--- config.mk ---
export PLATFORM = sky130hd
export DESIGN_NAME = char_lcd_framebuffer_controller
export DESIGN_NICKNAME = d
export VERILOG_FILES = /design/src/lcdfb_pkg.sv /design/src/lcdfb_useq.sv /design/src/lcdfb_datapath.sv /design/src/char_lcd_framebuffer_controller.sv
export SDC_FILE = /design/constraint.sdc
export NUM_CORES = 1
export LEC_CHECK = 0
export BUFFER_PORTS_ARGS = -buffer_cell sky130_fd_sc_hd__buf_4
export CAP_MARGIN = 20
export CORE_MARGIN = 3
export CORE_UTILIZATION = 40
export CTS_BUF_LIST = sky130_fd_sc_hd__clkbuf_8
export CTS_CLUSTER_SIZE = 8
export DETAILED_ROUTE_END_ITERATION = 10
export HOLD_SLACK_MARGIN = 0.08
export PLACE_DENSITY = 0.62
export REMOVE_ABC_BUFFERS = 1
export SETUP_SLACK_MARGIN = 0.5
export SLEW_MARGIN = 20
export SYNTH_ARGS = -nofsm -noshare
export SYNTH_HDL_FRONTEND = slang
export SYNTH_HIERARCHICAL = 1
export SYNTH_SLANG_ARGS = --single-unit
export TNS_END_PERCENT = 5
--- constraint.sdc ---
create_clock -name clk -period 3.53 [get_ports clk]
set_input_delay 0.5295 -clock clk [delete_from_list [all_inputs] [get_ports clk]]
set_output_delay 0.5295 -clock clk [all_outputs]
set_load 0.01 [all_outputs]
--- src/lcdfb_pkg.sv ---
package lcdfb_pkg;

  localparam int LINE_LENGTH = 16;
  localparam int CELLS       = 2 * LINE_LENGTH;
  localparam int CUR_W       = $clog2(CELLS);
  localparam int PC_W        = 4;

  typedef logic [CUR_W-1:0] cell_idx_t;
  typedef logic [PC_W-1:0]  pc_t;

  localparam logic [7:0] LCD_HOME   = 8'h02;
  localparam logic [7:0] LCD_LINE2  = 8'h80 | 8'h40;
  localparam logic [7:0] SPACE_CHAR = 8'h20;

  typedef enum logic [2:0] {
    CMD_WRITE   = 3'd0,
    CMD_BACK    = 3'd1,
    CMD_NEWLINE = 3'd2,
    CMD_GOTO    = 3'd3,
    CMD_CLEAR   = 3'd4,
    CMD_REFRESH = 3'd5
  } cmd_t;

  typedef enum logic [1:0] {
    EM_NONE  = 2'd0,
    EM_HOME  = 2'd1,
    EM_LINE2 = 2'd2,
    EM_DATA  = 2'd3
  } emit_t;

  typedef enum logic [1:0] {
    WR_NONE  = 2'd0,
    WR_CHAR  = 2'd1,
    WR_SPACE = 2'd2,
    WR_CLEAR = 2'd3
  } wr_t;

  typedef enum logic [2:0] {
    CUR_HOLD    = 3'd0,
    CUR_INC     = 3'd1,
    CUR_BACK    = 3'd2,
    CUR_NEWLINE = 3'd3,
    CUR_GOTO    = 3'd4,
    CUR_ZERO    = 3'd5
  } cur_op_t;

  typedef enum logic [1:0] {
    IDX_HOLD = 2'd0,
    IDX_CLR  = 2'd1,
    IDX_INC  = 2'd2
  } idx_op_t;

  typedef enum logic [1:0] {
    J_NEXT = 2'd0,
    J_GO   = 2'd1,
    J_LOOP = 2'd2
  } jmp_t;

  localparam pc_t PC_IDLE    = 4'd0;
  localparam pc_t PC_WRITE   = 4'd1;
  localparam pc_t PC_BACK    = 4'd2;
  localparam pc_t PC_BLANK   = 4'd3;
  localparam pc_t PC_HOME    = 4'd4;
  localparam pc_t PC_L1      = 4'd5;
  localparam pc_t PC_L2CMD   = 4'd6;
  localparam pc_t PC_L2      = 4'd7;
  localparam pc_t PC_NEWLINE = 4'd8;
  localparam pc_t PC_GOTO    = 4'd9;
  localparam pc_t PC_CLEAR   = 4'd10;
  localparam pc_t PC_LAST    = PC_CLEAR;

  typedef struct packed {
    emit_t   emit;
    wr_t     wr;
    cur_op_t cur;
    idx_op_t idx;
    jmp_t    jmp;
    pc_t     target;
  } ucode_t;

  typedef struct packed {
    ucode_t uc;
    logic   go;
    logic   accept;
  } ctrl_t;

  typedef struct packed {
    logic out_free;
    logic loop_done;
  } stat_t;

  function automatic ucode_t ucode_rom(input pc_t pc);
    ucode_t w;
    w = '{EM_NONE, WR_NONE, CUR_HOLD, IDX_HOLD, J_GO, PC_IDLE};
    case (pc)
      PC_WRITE:   w = '{EM_NONE,  WR_CHAR,  CUR_INC,     IDX_HOLD, J_GO,   PC_IDLE};
      PC_BACK:    w = '{EM_NONE,  WR_NONE,  CUR_BACK,    IDX_HOLD, J_NEXT, PC_IDLE};
      PC_BLANK:   w = '{EM_NONE,  WR_SPACE, CUR_HOLD,    IDX_HOLD, J_NEXT, PC_IDLE};
      PC_HOME:    w = '{EM_HOME,  WR_NONE,  CUR_HOLD,    IDX_CLR,  J_NEXT, PC_IDLE};
      PC_L1:      w = '{EM_DATA,  WR_NONE,  CUR_HOLD,    IDX_INC,  J_LOOP, PC_L2CMD};
      PC_L2CMD:   w = '{EM_LINE2, WR_NONE,  CUR_HOLD,    IDX_HOLD, J_NEXT, PC_IDLE};
      PC_L2:      w = '{EM_DATA,  WR_NONE,  CUR_HOLD,    IDX_INC,  J_LOOP, PC_IDLE};
      PC_NEWLINE: w = '{EM_NONE,  WR_NONE,  CUR_NEWLINE, IDX_HOLD, J_GO,   PC_IDLE};
      PC_GOTO:    w = '{EM_NONE,  WR_NONE,  CUR_GOTO,    IDX_HOLD, J_GO,   PC_IDLE};
      PC_CLEAR:   w = '{EM_NONE,  WR_CLEAR, CUR_ZERO,    IDX_HOLD, J_GO,   PC_IDLE};
      default:    w = '{EM_NONE,  WR_NONE,  CUR_HOLD,    IDX_HOLD, J_GO,   PC_IDLE};
    endcase
    return w;
  endfunction

endpackage

--- src/lcdfb_useq.sv ---
module lcdfb_useq (
  input  logic                clk,
  input  logic                rst_n,
  input  logic                in_tvalid,
  input  logic [2:0]          in_cmd,
  input  lcdfb_pkg::stat_t    st,
  output logic                in_tready,
  output lcdfb_pkg::ctrl_t    ctrl
);

  lcdfb_pkg::pc_t    pc_r, pc_nxt, entry;
  lcdfb_pkg::ucode_t uc;
  logic              accept, go;

  assign uc        = lcdfb_pkg::ucode_rom(pc_r);
  assign in_tready = (pc_r == lcdfb_pkg::PC_IDLE);
  assign accept    = in_tvalid && in_tready;
  assign go        = (uc.emit == lcdfb_pkg::EM_NONE) || st.out_free;

  assign ctrl.uc     = uc;
  assign ctrl.go     = go && !in_tready;
  assign ctrl.accept = accept;

  always_comb begin
    unique case (lcdfb_pkg::cmd_t'(in_cmd))
      lcdfb_pkg::CMD_WRITE:   entry = lcdfb_pkg::PC_WRITE;
      lcdfb_pkg::CMD_BACK:    entry = lcdfb_pkg::PC_BACK;
      lcdfb_pkg::CMD_NEWLINE: entry = lcdfb_pkg::PC_NEWLINE;
      lcdfb_pkg::CMD_GOTO:    entry = lcdfb_pkg::PC_GOTO;
      lcdfb_pkg::CMD_CLEAR:   entry = lcdfb_pkg::PC_CLEAR;
      lcdfb_pkg::CMD_REFRESH: entry = lcdfb_pkg::PC_HOME;
      default:                entry = lcdfb_pkg::PC_IDLE;
    endcase
  end

  always_comb begin
    pc_nxt = pc_r;
    if (in_tready) begin
      if (accept) begin
        pc_nxt = entry;
      end
    end else if (go) begin
      unique case (uc.jmp)
        lcdfb_pkg::J_NEXT: pc_nxt = pc_r + 1'b1;
        lcdfb_pkg::J_GO:   pc_nxt = uc.target;
        lcdfb_pkg::J_LOOP: pc_nxt = st.loop_done ? uc.target : pc_r;
        default:           pc_nxt = lcdfb_pkg::PC_IDLE;
      endcase
    end
  end

  always_ff @(posedge clk) begin
    if (!rst_n) begin
      pc_r <= lcdfb_pkg::PC_IDLE;
    end else begin
      pc_r <= pc_nxt;
    end
  end

`ifndef SYNTHESIS
  a_pc_range: assert property (@(posedge clk) disable iff (!rst_n)
    pc_r <= lcdfb_pkg::PC_LAST)
    else $error("step counter out of program");

  a_refresh_entry: assert property (@(posedge clk) disable iff (!rst_n)
    accept && in_cmd == lcdfb_pkg::CMD_REFRESH |=> pc_r == lcdfb_pkg::PC_HOME)
    else $error("refresh did not enter home step");

  a_l2_exit: assert property (@(posedge clk) disable iff (!rst_n)
    pc_r == lcdfb_pkg::PC_L2 && go && st.loop_done |=> pc_r == lcdfb_pkg::PC_IDLE)
    else $error("line 2 loop did not return to idle");
`endif

endmodule

--- src/lcdfb_datapath.sv ---
module lcdfb_datapath (
  input  logic              clk,
  input  logic              rst_n,
  input  lcdfb_pkg::ctrl_t  ctrl,
  input  logic [7:0]        in_char,
  input  logic [1:0]        in_row,
  input  logic [4:0]        in_column,
  input  logic              out_tready,
  output lcdfb_pkg::stat_t  st,
  output logic              out_tvalid,
  output logic [7:0]        out_tdata,
  output logic              out_tuser,
  output logic              out_tlast
);

  logic [7:0]           buf_r [lcdfb_pkg::CELLS];
  lcdfb_pkg::cell_idx_t cur_r, cur_nxt, idx_r, idx_nxt;
  logic [7:0]           char_r;
  logic [1:0]           row_r;
  logic [4:0]           col_r;
  logic                 out_valid_r, out_data_r, out_last_r;
  logic [7:0]           out_byte_r;
  logic [7:0]           rd;
  logic                 goto_ok, idx_end;
  lcdfb_pkg::cell_idx_t goto_pos;
  lcdfb_pkg::ucode_t    uc;

  assign uc = ctrl.uc;
  assign rd = buf_r[idx_r];

  assign idx_end      = (idx_r == lcdfb_pkg::cell_idx_t'(lcdfb_pkg::CELLS - 1));
  assign st.loop_done = (idx_r == lcdfb_pkg::cell_idx_t'(lcdfb_pkg::LINE_LENGTH - 1)) || idx_end;
  assign st.out_free  = !out_valid_r || out_tready;

  assign goto_ok  = (row_r <= 2'd1) && (int'(col_r) < lcdfb_pkg::LINE_LENGTH);
  assign goto_pos = lcdfb_pkg::cell_idx_t'(int'(row_r[0]) * lcdfb_pkg::LINE_LENGTH
                                           + int'(col_r));

  always_comb begin
    cur_nxt = cur_r;
    if (ctrl.go) begin
      unique case (uc.cur)
        lcdfb_pkg::CUR_HOLD: cur_nxt = cur_r;
        lcdfb_pkg::CUR_INC:
          cur_nxt = (cur_r == lcdfb_pkg::cell_idx_t'(lcdfb_pkg::CELLS - 1)) ? '0
                                                                          : cur_r + 1'b1;
        lcdfb_pkg::CUR_BACK:
          cur_nxt = (cur_r == '0) ? lcdfb_pkg::cell_idx_t'(lcdfb_pkg::CELLS - 1)
                                  : cur_r - 1'b1;
        lcdfb_pkg::CUR_NEWLINE:
          cur_nxt = (int'(cur_r) >= lcdfb_pkg::LINE_LENGTH) ? '0
                    : lcdfb_pkg::cell_idx_t'(lcdfb_pkg::LINE_LENGTH);
        lcdfb_pkg::CUR_GOTO: cur_nxt = goto_ok ? goto_pos : cur_r;
        lcdfb_pkg::CUR_ZERO: cur_nxt = '0;
        default:             cur_nxt = cur_r;
      endcase
    end
  end

  always_comb begin
    idx_nxt = idx_r;
    if (ctrl.go) begin
      unique case (uc.idx)
        lcdfb_pkg::IDX_HOLD: idx_nxt = idx_r;
        lcdfb_pkg::IDX_CLR:  idx_nxt = '0;
        lcdfb_pkg::IDX_INC:  idx_nxt = idx_r + 1'b1;
        default:             idx_nxt = idx_r;
      endcase
    end
  end

  always_ff @(posedge clk) begin
    if (!rst_n) begin
      cur_r <= '0;
      idx_r <= '0;
    end else begin
      cur_r <= cur_nxt;
      idx_r <= idx_nxt;
    end
  end

  always_ff @(posedge clk) begin
    if (ctrl.accept) begin
      char_r <= in_char;
      row_r  <= in_row;
      col_r  <= in_column;
    end
  end

  // text buffer, zero at reset
  always_ff @(posedge clk) begin
    if (!rst_n) begin
      for (int i = 0; i < lcdfb_pkg::CELLS; i++) begin
        buf_r[i] <= '0;
      end
    end else if (ctrl.go) begin
      unique case (uc.wr)
        lcdfb_pkg::WR_NONE:  ;
        lcdfb_pkg::WR_CHAR:  buf_r[cur_r] <= char_r;
        lcdfb_pkg::WR_SPACE: buf_r[cur_r] <= lcdfb_pkg::SPACE_CHAR;
        lcdfb_pkg::WR_CLEAR: begin
          for (int i = 0; i < lcdfb_pkg::CELLS; i++) begin
            buf_r[i] <= lcdfb_pkg::SPACE_CHAR;
          end
        end
        default: ;
      endcase
    end
  end

  // output register
  always_ff @(posedge clk) begin
    if (!rst_n) begin
      out_valid_r <= 1'b0;
    end else if (ctrl.go && uc.emit != lcdfb_pkg::EM_NONE) begin
      out_valid_r <= 1'b1;
    end else if (out_tready) begin
      out_valid_r <= 1'b0;
    end
  end

  always_ff @(posedge clk) begin
    if (ctrl.go) begin
      unique case (uc.emit)
        lcdfb_pkg::EM_NONE: ;
        lcdfb_pkg::EM_HOME: begin
          out_byte_r <= lcdfb_pkg::LCD_HOME;
          out_data_r <= 1'b0;
          out_last_r <= 1'b0;
        end
        lcdfb_pkg::EM_LINE2: begin
          out_byte_r <= lcdfb_pkg::LCD_LINE2;
          out_data_r <= 1'b0;
          out_last_r <= 1'b0;
        end
        lcdfb_pkg::EM_DATA: begin
          out_byte_r <= rd;
          out_data_r <= 1'b1;
          out_last_r <= idx_end;
        end
        default: ;
      endcase
    end
  end

  assign out_tvalid = out_valid_r;
  assign out_tdata  = out_byte_r;
  assign out_tuser  = out_data_r;
  assign out_tlast  = out_last_r;

`ifndef SYNTHESIS
  a_cursor_range: assert property (@(posedge clk) disable iff (!rst_n)
    int'(cur_r) < lcdfb_pkg::CELLS)
    else $error("cursor beyond buffer");

  a_last_is_data: assert property (@(posedge clk) disable iff (!rst_n)
    out_valid_r && out_last_r |-> out_data_r)
    else $error("last flag on a command byte");

  a_out_hold: assert property (@(posedge clk) disable iff (!rst_n)
    out_valid_r && !out_tready |=> out_valid_r && $stable(out_byte_r)
      && $stable(out_data_r) && $stable(out_last_r))
    else $error("stalled output changed");
`endif

endmodule

--- src/char_lcd_framebuffer_controller.sv ---
// channel | dir | tdata (low bit up)                               | tuser   | tlast
// in_     | in  | cmd[2:0] char_code[10:3] row[12:11] column[17:13] | -       | -
// out_    | out | bus_byte[7:0]                                    | is_data | last
//
// Each item is accepted in the idle step, then runs its program: write, newline,
// goto and clear return straight to idle; refresh emits 34 bus bytes, one per
// step; backspace steps back, writes a space, then refreshes. A stalled output
// holds the program on its current emit step.
// Reset: buffer all zeros, cursor at cell 0, no clearing pass.
module char_lcd_framebuffer_controller (
  input  logic        clk,
  input  logic        rst_n,
  input  logic        in_tvalid,
  output logic        in_tready,
  input  logic [23:0] in_tdata,   // cmd, char_code, row, column, zero fill
  output logic        out_tvalid,
  input  logic        out_tready,
  output logic [7:0]  out_tdata,  // bus_byte
  output logic        out_tuser,  // is_data
  output logic        out_tlast
);

  lcdfb_pkg::ctrl_t ctrl;
  lcdfb_pkg::stat_t st;

  lcdfb_useq u_useq (
    .clk       (clk),
    .rst_n     (rst_n),
    .in_tvalid (in_tvalid),
    .in_cmd    (in_tdata[2:0]),
    .st        (st),
    .in_tready (in_tready),
    .ctrl      (ctrl)
  );

  lcdfb_datapath u_dp (
    .clk        (clk),
    .rst_n      (rst_n),
    .ctrl       (ctrl),
    .in_char    (in_tdata[10:3]),
    .in_row     (in_tdata[12:11]),
    .in_column  (in_tdata[17:13]),
    .out_tready (out_tready),
    .st         (st),
    .out_tvalid (out_tvalid),
    .out_tdata  (out_tdata),
    .out_tuser  (out_tuser),
    .out_tlast  (out_tlast)
  );

endmodule
-- Yosys cells after proc, flatten, opt, wreduce, memory -nomap -nowiden
Memory sizes are Yosys's and may differ from the RTL's. A register that Yosys moved wholly into a read port is not among the register bits.
Cells that the tools add are included.
- input port bits: 28
- memories: 2
- register bits: 40
- bits in latches: 0
- word-level logic and storage cells: 177
- output and inout port bits: 12
- memory bits (writable): 256
- memory bits (read-only): 208
- memories (name ; depth ; bits a word ; read ports ; clocked after Yosys merged registers in ; write ports ; RTL line ; source):
    u_dp.buf_r ; 32 ; 8 ; 1 ; 1 ; 32 ; lcdfb_datapath.sv:16 ; logic [7:0] buf_r [lcdfb_pkg::CELLS];
    (name not given) ; 16 ; 13 ; 1 ; 1 ; 0 ; lcdfb_pkg.sv:95 ; case (pc)
- bitwise gates (word level): 33
- $add $sub $neg: 5
- muxes and demuxes: 70
- div/mod/pow operators: 0
- shift-type cells: 0
- reductions and logical operators: 28
- eq/ne operators: 26
- magnitude comparators: 3
- multipliers: 0
- operator list (cell ; count):
    8-bit two-way mux ; 34
    5-bit two-way mux ; 7
    1-bit bitwise OR ; 33
    5-bit one-hot mux with 5 select lines ; 1
    4-bit two-way mux ; 6
    4-bit one-hot mux with 6 select lines ; 1
    8-bit one-hot mux with 3 select lines ; 1
    1-bit two-way mux ; 16
    2-bit equality test, second input constant ; 6
    3-bit by 2-bit equality test with 1-bit output, second input constant ; 4
    3-bit equality test, second input constant ; 4
    4-bit one-hot mux with 3 select lines ; 1
    5-bit by 1-bit adder with 5-bit output, second input constant ; 2
    5-bit equality test, second input constant ; 2
    5-bit one-hot mux with 2 select lines ; 1
    2-bit nonzero test ; 5
    2-bit by 1-bit equality test with 1-bit output, second input constant ; 4
    8-bit OR reduction ; 1
    3-bit by 1-bit equality test with 1-bit output, second input constant ; 2
    2-bit AND reduction ; 3
    3-bit AND reduction ; 2
    5-bit adder ; 1
    5-bit by 4-bit equality test with 1-bit output, second input constant ; 1
    5-bit >= comparator, second input constant ; 1
    other kinds (18) ; 26

-- Logic depth before layout (Yosys ltp)
Gate-level depths: netlist (run 1).
- depth after elaboration: 10
- gate-level depth with buffers: 13
- depth with buffers taken out: 12

-- Cells and area by module
The synthesis (run 1) kept the hierarchy.
- by module, submodules not included (module ; sequential area each (um^2) ; area each (um^2) ; cells an instance ; instances):
    lcdfb_datapath ; 8758.4 ; 13120.1 ; 921 ; 1
    lcdfb_useq ; 300.3 ; 919.6 ; 96 ; 1

-- Worst setup path before layout (run 1)
OpenSTA, ideal clock, no wires.
- kind: reg2reg
- from: register u_useq.pc_r[0]
- to: memory u_dp.buf_r[16][0] (enable)
- path slack: 939 ps
- clock period less this slack: 2591 ps
- stages on the path, launching flop included: 11
- required time: 3201 ps
- buffers on the path: 1
- arrival time: 2262 ps
- path through: dfxtp_1 inv_1 ha_1 or3b_4 inv_4 nor2_1 and3_1 and2_1 clkbuf_1 nand2_1 nand2_1
- RTL lines (what ; RTL line ; source):
    from (decl) ; lcdfb_useq.sv:11 ; lcdfb_pkg::pc_t pc_r, pc_nxt, entry;
    from (signal assigned) ; lcdfb_useq.sv:54 ; pc_r <= lcdfb_pkg::PC_IDLE;
    from (signal assigned) ; lcdfb_useq.sv:56 ; pc_r <= pc_nxt;
    to (decl) ; lcdfb_datapath.sv:16 ;

==> results of run 1 <==
==> cell usage in the layout, fill, tap and decap left out, types with 27 or more instances in the layout <==
| cell type | count |
|---|---|
| sky130_fd_sc_hd__clkbuf_8 | 52 |
| sky130_fd_sc_hd__buf_4 | 74 |
| sky130_fd_sc_hd__mux4_2 | 51 |
| sky130_fd_sc_hd__o21ai_0 | 27 |
| sky130_fd_sc_hd__nand2_1 | 83 |
| sky130_fd_sc_hd__edfxtp_1 | 281 |
| sky130_fd_sc_hd__dfxtp_1 | 29 |
| sky130_fd_sc_hd__nor2_1 | 241 |
| sky130_fd_sc_hd__inv_1 | 39 |
==> report_power, final <==
group	internal [mW]	total [mW]	switching [mW]
clock network	1.36	2.72	1.36
logic	0.586	1.80	1.21
registers	4.35	4.50	0.154
==> sequential cells by signal, indices dropped and copies added, names as in the netlist, named ones only <==
signal           cells
u_dp/out_tuser       1
u_dp/col_r           5
u_dp/idx_r           5
u_useq/pc_r          4
u_dp/out_tdata       8
u_dp/row_r           2
u_useq/uc           11
u_dp/out_tlast       1
u_dp/cur_r           5
u_dp/char_r          8
u_dp/buf_r         256
u_dp/out_tvalid      1
==> final cells by class <==
class,count,area [um^2]
clock inverter,39,159
multi-input combinational,618,4560
inverter,19,73.8
fill,3093,18300
timing repair buffer,77,616
sequential,312,9060
clock buffer,52,716
tap,448,561
==> worst reg2reg max path, cell delays in order, from the launching register on <==
cell and delay [ns]:
sky130_fd_sc_hd__dfxtp_1 0.35, sky130_fd_sc_hd__inv_1 0.10, sky130_fd_sc_hd__ha_1 0.20, sky130_fd_sc_hd__or3b_4 0.27, sky130_fd_sc_hd__inv_4 0.06, sky130_fd_sc_hd__nor2_1 0.18, sky130_fd_sc_hd__and3_1 0.27, sky130_fd_sc_hd__and2_0 0.15
sky130_fd_sc_hd__buf_4 0.26, sky130_fd_sc_hd__nand2_1 0.29, sky130_fd_sc_hd__nand2_1 0.47
==> per-stage QoR <==
stage	TNS, ns	utilization
after CTS	0	0.462
after global routing	0	0.463
after global placement	0	0.437
final	0	0.463
after floorplan	-5.18	-
after detailed placement	0	0.437
==> per-layer routing <==
metal	wire, um	global-route usage
met5	0	0
met4	605	0.0501
met3	2390	0.0311
met2	15600	0.284
met1	14500	0.261
==> worst max path at each step <==
stage | depth (start not counted) | start | endpoint
global placement | 10 | u_useq/pc_r[0] | u_dp/buf_r[22][3]
CTS | 12 | u_dp/idx_r[0] | u_useq/uc[8]
finish | 10 | u_useq/pc_r[1] | u_dp/buf_r[26][2]
floorplan | 3 | flip-flop | u_dp/out_tdata[0]
detailed placement | 12 | u_dp/idx_r[0] | u_useq/uc[11]
global route | 10 | u_useq/pc_r[0] | u_dp/buf_r[6][1]
==> flow_summary.html, run 1 <==
<table>
<tr><th>Metric</th><th>Value</th></tr>
<tr><th colspan="2">Detailed routing</th></tr>
<tr><td>Total Wirelength</td><td>33100 um</td></tr>
<tr><td>Average wire per standard cell</td><td>21.2 um</td></tr>
<tr><td>Number of nets with antenna violations after routing</td><td>0</td></tr>
<tr><td>DRT iter0 DRCs</td><td>844</td></tr>
<tr><td>DRC violations left</td><td>0</td></tr>
<tr><td>Avg Vias per Cell</td><td>5.40</td></tr>
<tr><td>DR vias</td><td>8455</td></tr>
<tr><td>Detailed Routing Iterations Pass 1</td><td>7</td></tr>
<tr><th colspan="2">Setup path</th></tr>
<tr><td>Slowest CP cell</td><td>sky130_fd_sc_hd__nand2_1</td></tr>
<tr><td>Crit path DAT</td><td>3.15 ns</td></tr>
<tr><td>Crit path largest cell delay</td><td>0.47 ns</td></tr>
<tr><td>Worst r2r path cells</td><td>10</td></tr>
<tr><td>Crit-path cells</td><td>inv_1, ha_1, or3b_4, inv_4, nor2_1, and3_1, and2_0, buf_4, nand2_1, nand2_1</td></tr>
<tr><td>Required time at the endpoint of the critical path</td><td>3.73 ns</td></tr>
<tr><td>Startpoint types</td><td>flip-flop</td></tr>
<tr><td>Buffers plus inverters on the worst setup path</td><td>3</td></tr>
<tr><td>Worst reg-to-reg setup slack</td><td>0.58 ns</td></tr>
<tr><td>Crit. End Element</td><td>flip-flop</td></tr>
<tr><td>Source of the worst register-to-register timing path</td><td>u_useq/pc_r[1]</td></tr>
<tr><td>Crit-path most repeated cell</td><td>sky130_fd_sc_hd__nand2_1</td></tr>
<tr><td>End of the worst register-to-register path</td><td>u_dp/buf_r[26][2]</td></tr>
<tr><td>Highest fanout seen on the critical path</td><td>12</td></tr>
<tr><td>Category of the most critical setup path</td><td>reg2reg</td></tr>
<tr><td>Cell family with the largest share of critical-path delay</td><td>simple AND/OR/NAND/NOR gates</td></tr>
<tr><th colspan="2">Timing</th></tr>
<tr><td>Crit path time final</td><td>2.95 ns</td></tr>
<tr><td>Setup slack after layout</td><td>0.584 ns</td></tr>
<tr><td>Transition time at the pin with the least slew margin</td><td>0.853 ns</td></tr>
<tr><td>Number of failing hold endpoints at the final stage</td><td>0</td></tr>
<tr><td>Worst slew slack as a fraction of its limit</td><td>0.430</td></tr>
<tr><td>Worst hold slack</td><td>0.127 ns</td></tr>
<tr><td>Fin Clk Skew</td><td>0.0267 ns</td></tr>
<tr><td>Share of the clock period used by the worst path after layout</td><td>0.835</td></tr>
<tr><td>Setup repair after global routing missed its margin</td><td>yes</td></tr>
<tr><td>Number of slew-limit violations in the final report</td><td>0</td></tr>
<tr><td>Highest clock rate</td><td>339 MHz</td></tr>
<tr><td># setup viols final</td><td>0</td></tr>
<tr><th colspan="2">Placement</th></tr>
<tr><td>DP Cell Count</td><td>1474</td></tr>
<tr><td>Final weighted congestion in routability-driven placement</td><td>0.854</td></tr>
<tr><td>Setup WS pre-CTS</td><td>0.632 ns</td></tr>
<tr><td>Detailed-placement wirelength estimate</td><td>21100 um</td></tr>
<tr><td>Input/output buffers</td><td>33</td></tr>
<tr><td>Post-DP Area</td><td>14900 um^2</td></tr>
<tr><th colspan="2">GRT</th></tr>
<tr><td>Aggregate global-route resource usage</td><td>0.181</td></tr>
<tr><td>First-pass GRT wire length</td><td>50500 um</td></tr>
<tr><td>Total global routing overflow</td><td>0</td></tr>
<tr><td>Maximum number of pins on one net before global-route repair</td><td>54</td></tr>
<tr><td>Vias in the first global route</td><td>8503</td></tr>
<tr><td>Number of antenna violations at the first check in global routing</td><td>0</td></tr>
<tr><th colspan="2">Hold path</th></tr>
<tr><td>Hold path startpoint</td><td>in_tdata[12]</td></tr>
<tr><td>Depth of the worst hold-timing path</td><td>1</td></tr>
<tr><td>WHS Endpoint</td><td>u_dp/row_r[1]</td></tr>
<tr><td>Class of the tightest hold or removal check</td><td>in2reg</td></tr>
<tr><th colspan="2">CTS</th></tr>
<tr><td>Setup Fix Bufs, Post-CTS</td><td>0</td></tr>
<tr><td>Clock insertion delay at the later pin of the skew report</td><td>0.58 ns</td></tr>
<tr><td>Total CTS buffers</td><td>51</td></tr>
<tr><td>CTS sink cnt</td><td>312</td></tr>
<tr><td>Clk buf depth</td><td>3</td></tr>
<tr><td>Clock tree from TritonCTS</td><td>yes</td></tr>
<tr><td>Total number of H-tree levels</td><td>2</td></tr>
<tr><td>Post-CTS resize count</td><td>0</td></tr>
<tr><td>Master cell of the clock root buffer</td><td>sky130_fd_sc_hd__clkbuf_8</td></tr>
<tr><td>Cts-stage hold buffer count</td><td>0</td></tr>
<tr><td>Clock transition at the register clock pins on the worst setup and hold paths after CTS</td><td>0.06 ns</td></tr>
<tr><th colspan="2">Final layout</th></tr>
<tr><td>Antenna Diode Count</td><td>0</td></tr>
<tr><td>Final net count</td><td>1126</td></tr>
<tr><td>Fraction of layout instances using a drive strength above 1</td><td>0.184</td></tr>
<tr><td>Filler-free cell count of the finished design</td><td>1565</td></tr>
<tr><td>Syn-to-layout area delta</td><td>12.4%</td></tr>
<tr><td>Area of all placed cells without fillers</td><td>15700 um^2</td></tr>
<tr><th colspan="2">Outcome</th></tr>
<tr><td>Run status</td><td>finished clean</td></tr>
<tr><th colspan="2">Floorplan</th></tr>
<tr><td>Horizontal die dimension</td><td>193 um</td></tr>
<tr><td>Die Y</td><td>193 um</td></tr>
<tr><td>Die area</td><td>37300 um^2</td></tr>
<tr><td>Number of placement rows</td><td>67</td></tr>
<tr><td>Initial Utilization</td><td>0.412</td></tr>
<tr><td>I/O Pins</td><td>40</td></tr>
<tr><td>Core area</td><td>34000 um^2</td></tr>
<tr><th colspan="2">Synthesis</th></tr>
<tr><td>Count of yosys warnings during synthesis</td><td>6</td></tr>
<tr><td>Synthesized cell area</td><td>14000 um^2</td></tr>
<tr><td>Avg Cell Area, Syn</td><td>13.8 um^2</td></tr>
<tr><td>Synthesized instance count</td><td>1013</td></tr>
<tr><th colspan="2">Power</th></tr>
<tr><td>IR drop worst, VDD</td><td>0.346 mV</td></tr>
<tr><td>Leak pwr</td><td>5.69 nW</td></tr>
<tr><td>Power Density</td><td>573 nW/um^2</td></tr>
<tr><td>Total power consumption of the routed design</td><td>9.02 mW</td></tr>
<tr><th colspan="2">Flow run</th></tr>
<tr><td>Count of maximum capacitance violations</td><td>0</td></tr>
</table>
(Power assumes the default switching activity.)
==> run 2, diff against run 1 <==
==> constraint.sdc (replaced) <==
create_clock -name clk -period 2.9 [get_ports clk]
set_input_delay 0.435 -clock clk [delete_from_list [all_inputs] [get_ports clk]]
set_output_delay 0.435 -clock clk [all_outputs]
set_load 0.01 [all_outputs]
==> flow_summary.html, run 2 (same netlist as run 1, synthesis figures left out) <==
<table>
<tr><th>Metric</th><th>Value</th></tr>
<tr><th colspan="2">Final layout</th></tr>
<tr><td>Area of all placed cells without fillers</td><td>16800 um^2</td></tr>
<tr><td>Register Area</td><td>9070 um^2</td></tr>
<tr><td>Register containing the most flip-flops in the final layout</td><td>u_dp/buf_r</td></tr>
<tr><td>Syn-to-layout area delta</td><td>19.8%</td></tr>
<tr><td>Antenna Diode Count</td><td>0</td></tr>
<tr><td>Fraction of layout instances using a drive strength above 1</td><td>0.263</td></tr>
<tr><td>Number of filler cells placed in the layout</td><td>2964</td></tr>
<tr><td>Most frequent standard cell in the layout excluding fill and tap cells</td><td>sky130_fd_sc_hd__edfxtp_1</td></tr>
<tr><td>Number of flip-flops in the largest register</td><td>256</td></tr>
<tr><td>Total area of multi-input combinational cells</td><td>4880 um^2</td></tr>
<tr><td>Final net count</td><td>1175</td></tr>
<tr><td>Final core utilization</td><td>0.493</td></tr>
<tr><td>Most used cells in the layout excluding fill and tap cells</td><td>281 x sky130_fd_sc_hd__edfxtp_1, 239 x sky130_fd_sc_hd__nor2_1, 74 x sky130_fd_sc_hd__buf_4</td></tr>
<tr><th colspan="2">Timing</th></tr>
<tr><td>Sum of negative setup slack</td><td>0 ns</td></tr>
<tr><td>Setup repair after global routing missed its margin</td><td>yes</td></tr>
<tr><td>Fin Clk Skew</td><td>0.0216 ns</td></tr>
<tr><td>Worst slew slack as a fraction of its limit</td><td>0.523</td></tr>
<tr><td>Highest clock rate</td><td>410 MHz</td></tr>
<tr><td>Setup slack after layout</td><td>0.461 ns</td></tr>
<tr><td>Transition time at the pin with the least slew margin</td><td>0.710 ns</td></tr>
<tr><td>Number of slew-limit violations in the final report</td><td>0</td></tr>
<tr><td>Number of failing hold endpoints at the final stage</td><td>0</td></tr>
<tr><td>Crit path time final</td><td>2.44 ns</td></tr>
<tr><td># setup viols final</td><td>0</td></tr>
<tr><td>Share of the clock period used by the worst path after layout</td><td>0.841</td></tr>
<tr><th colspan="2">Power</th></tr>
<tr><td>Register share of total power</td><td>0.473</td></tr>
<tr><td>Power Density</td><td>690 nW/um^2</td></tr>
<tr><td>IR drop worst, VDD</td><td>0.502 mV</td></tr>
<tr><td>Combinational share of power</td><td>0.231</td></tr>
<tr><td>Net switching power</td><td>3.54 mW</td></tr>
<tr><td>Power share of the clock group</td><td>0.296</td></tr>
<tr><td>Internal power</td><td>8.06 mW</td></tr>
<tr><td>Total power consumption of the routed design</td><td>11.6 mW</td></tr>
<tr><td>Leak pwr</td><td>6.04 nW</td></tr>
<tr><td>Switching power as a share of total power</td><td>0.305</td></tr>
<tr><th colspan="2">Setup path</th></tr>
<tr><td>Crit. End Element</td><td>flip-flop</td></tr>
<tr><td>Crit path DAT</td><td>2.74 ns</td></tr>
<tr><td>Worst reg-to-reg setup slack</td><td>0.46 ns</td></tr>
<tr><td>Highest fanout seen on the critical path</td><td>18</td></tr>
<tr><td>Category of the most critical setup path</td><td>reg2reg</td></tr>
<tr><td>Startpoint types</td><td>flip-flop</td></tr>
<tr><td>Slowest CP cell</td><td>sky130_fd_sc_hd__mux4_1</td></tr>
<tr><td>Crit-path cells</td><td>buf_4, mux4_1, mux4_2, a22o_1</td></tr>
<tr><td>Crit path largest cell delay</td><td>0.67 ns</td></tr>
<tr><td>Worst r2r path cells</td><td>4</td></tr>
<tr><td>Required time at the endpoint of the critical path</td><td>3.20 ns</td></tr>
<tr><th colspan="2">Placement</th></tr>
<tr><td>Setup WS pre-CTS</td><td>0.187 ns</td></tr>
<tr><td>Post-DP Area</td><td>15100 um^2</td></tr>
<tr><td>Detailed-placement wirelength estimate</td><td>21200 um</td></tr>
<tr><td>Input/output buffers</td><td>33</td></tr>
<tr><td>Final weighted congestion in routability-driven placement</td><td>0.793</td></tr>
<tr><th colspan="2">Flow run</th></tr>
<tr><td>Count of maximum capacitance violations</td><td>0</td></tr>
<tr><th colspan="2">GRT</th></tr>
<tr><td>Vias in the first global route</td><td>8780</td></tr>
<tr><td>Aggregate global-route resource usage</td><td>0.183</td></tr>
<tr><td>Maximum number of pins on one net before global-route repair</td><td>63</td></tr>
<tr><td>Number of antenna violations at the first check in global routing</td><td>0</td></tr>
<tr><td>Total global routing overflow</td><td>0</td></tr>
<tr><td>First-pass GRT wire length</td><td>51200 um</td></tr>
<tr><th colspan="2">Outcome</th></tr>
<tr><td>Run status</td><td>finished clean</td></tr>
<tr><th colspan="2">Detailed routing</th></tr>
<tr><td>DRC violations left</td><td>0</td></tr>
<tr><td>Avg Vias per Cell</td><td>5.49</td></tr>
<tr><td>Number of nets with antenna violations after routing</td><td>0</td></tr>
<tr><td>Average wire per standard cell</td><td>21.7 um</td></tr>
<tr><td>Total Wirelength</td><td>35000 um</td></tr>
<tr><td>DRT iter0 DRCs</td><td>880</td></tr>
<tr><td>DR vias</td><td>8847</td></tr>
<tr><td>Detailed Routing Iterations Pass 1</td><td>5</td></tr>
<tr><th colspan="2">Floorplan</th></tr>
<tr><td>Initial Utilization</td><td>0.412</td></tr>
<tr><td>I/O Pins</td><td>40</td></tr>
<tr><td>Die Y</td><td>193 um</td></tr>
<tr><td>Number of placement rows</td><td>67</td></tr>
<tr><td>Die area</td><td>37300 um^2</td></tr>
<tr><td>Horizontal die dimension</td><td>193 um</td></tr>
<tr><td>Core area</td><td>34000 um^2</td></tr>
<tr><th colspan="2">CTS</th></tr>
<tr><td>Clock tree from TritonCTS</td><td>yes</td></tr>
<tr><td>CTS sink cnt</td><td>312</td></tr>
<tr><td>Master cell of the clock root buffer</td><td>sky130_fd_sc_hd__clkbuf_8</td></tr>
<tr><td>Clock transition at the register clock pins on the worst setup and hold paths after CTS</td><td>0.06 ns</td></tr>
<tr><td>Total number of H-tree levels</td><td>2</td></tr>
<tr><td>Clk buf depth</td><td>3</td></tr>
<tr><td>Total CTS buffers</td><td>51</td></tr>
<tr><td>Clock insertion delay at the later pin of the skew report</td><td>0.57 ns</td></tr>
<tr><th colspan="2">Hold path</th></tr>
<tr><td>Depth of the worst hold-timing path</td><td>2</td></tr>
<tr><td>Class of the tightest hold or removal check</td><td>in2reg</td></tr>
</table>
==> run 2: repair_timing <==
| item | CTS | global route |
|---|---|---|
| hold buffers | 15 | 0 |
| endpoints found under the hold margin | 15 | 0 |
| buffers inserted | 7 | 4 |
| gates cloned | 1 | 3 |
| setup endpoints to repair | 448 | 549 |
| resized for setup | 72 | 43 |
| pin swaps | 7 | 7 |
==> run 2: power by group through the flow <==
| stage | Sequential [mW] | Combinational (mW) | Clock (mW) |
|---|---|---|---|
| floorplan | 5.51 | 1.34 | 0 |
| global placement | 5.56 | 2.26 | 0 |
| detailed placement | 5.57 | 2.30 | 0 |
| CTS | 5.48 | 2.46 | 3.50 |
| global route | 5.53 | 2.88 | 3.73 |
| finish | 5.49 | 2.68 | 3.43 |
==> run 2: stage by stage <==
step | cells | hold WS (ns)
5_1_grt | 1612 | 0.155
2_1_floorplan | 949 | 0.450
4_1_cts | 1605 | 0.154
6_report | 1612 | 0.182
3_5_place_dp | 1493 | 0.481
3_3_place_gp | 1493 | 0.473
==> run 2: layout make-up <==
class | instances | share of cell area
Clock buffer | 52 | 0.0426
Clock inverter | 37 | 0.0108
Inverter | 19 | 0.00455
Multi-Input combinational cell | 618 | 0.291
Sequential cell | 312 | 0.540
Tap cell | 448 | 0.0334
Timing Repair Buffer | 126 | 0.0781
==> run 2: worst max-delay path, delay by kind of cell (launching register included) <==
kind / cells / cell delay [ns]
multiplexers: 2 / 1.16
AO/OA/AOI/OAI: 1 / 0.27
buffers and inverters: 1 / 0.35
flip-flops: 1 / 0.38
==> run 2: final timing paths <==
kind	end	from
min reg2reg	flip-flop	u_dp/idx_r[3]
max	u_dp/out_tdata[5]	flip-flop
max reg2reg	u_dp/out_tdata[5]	flip-flop
min	u_dp/cur_r[3]	rst_n
==> run 2: routing by layer <==
metal,share of wire,global-route usage
met5,0,0
met1,0.41,0.245
met2,0.47,0.293
met3,0.088,0.0499
met4,0.026,0.0562
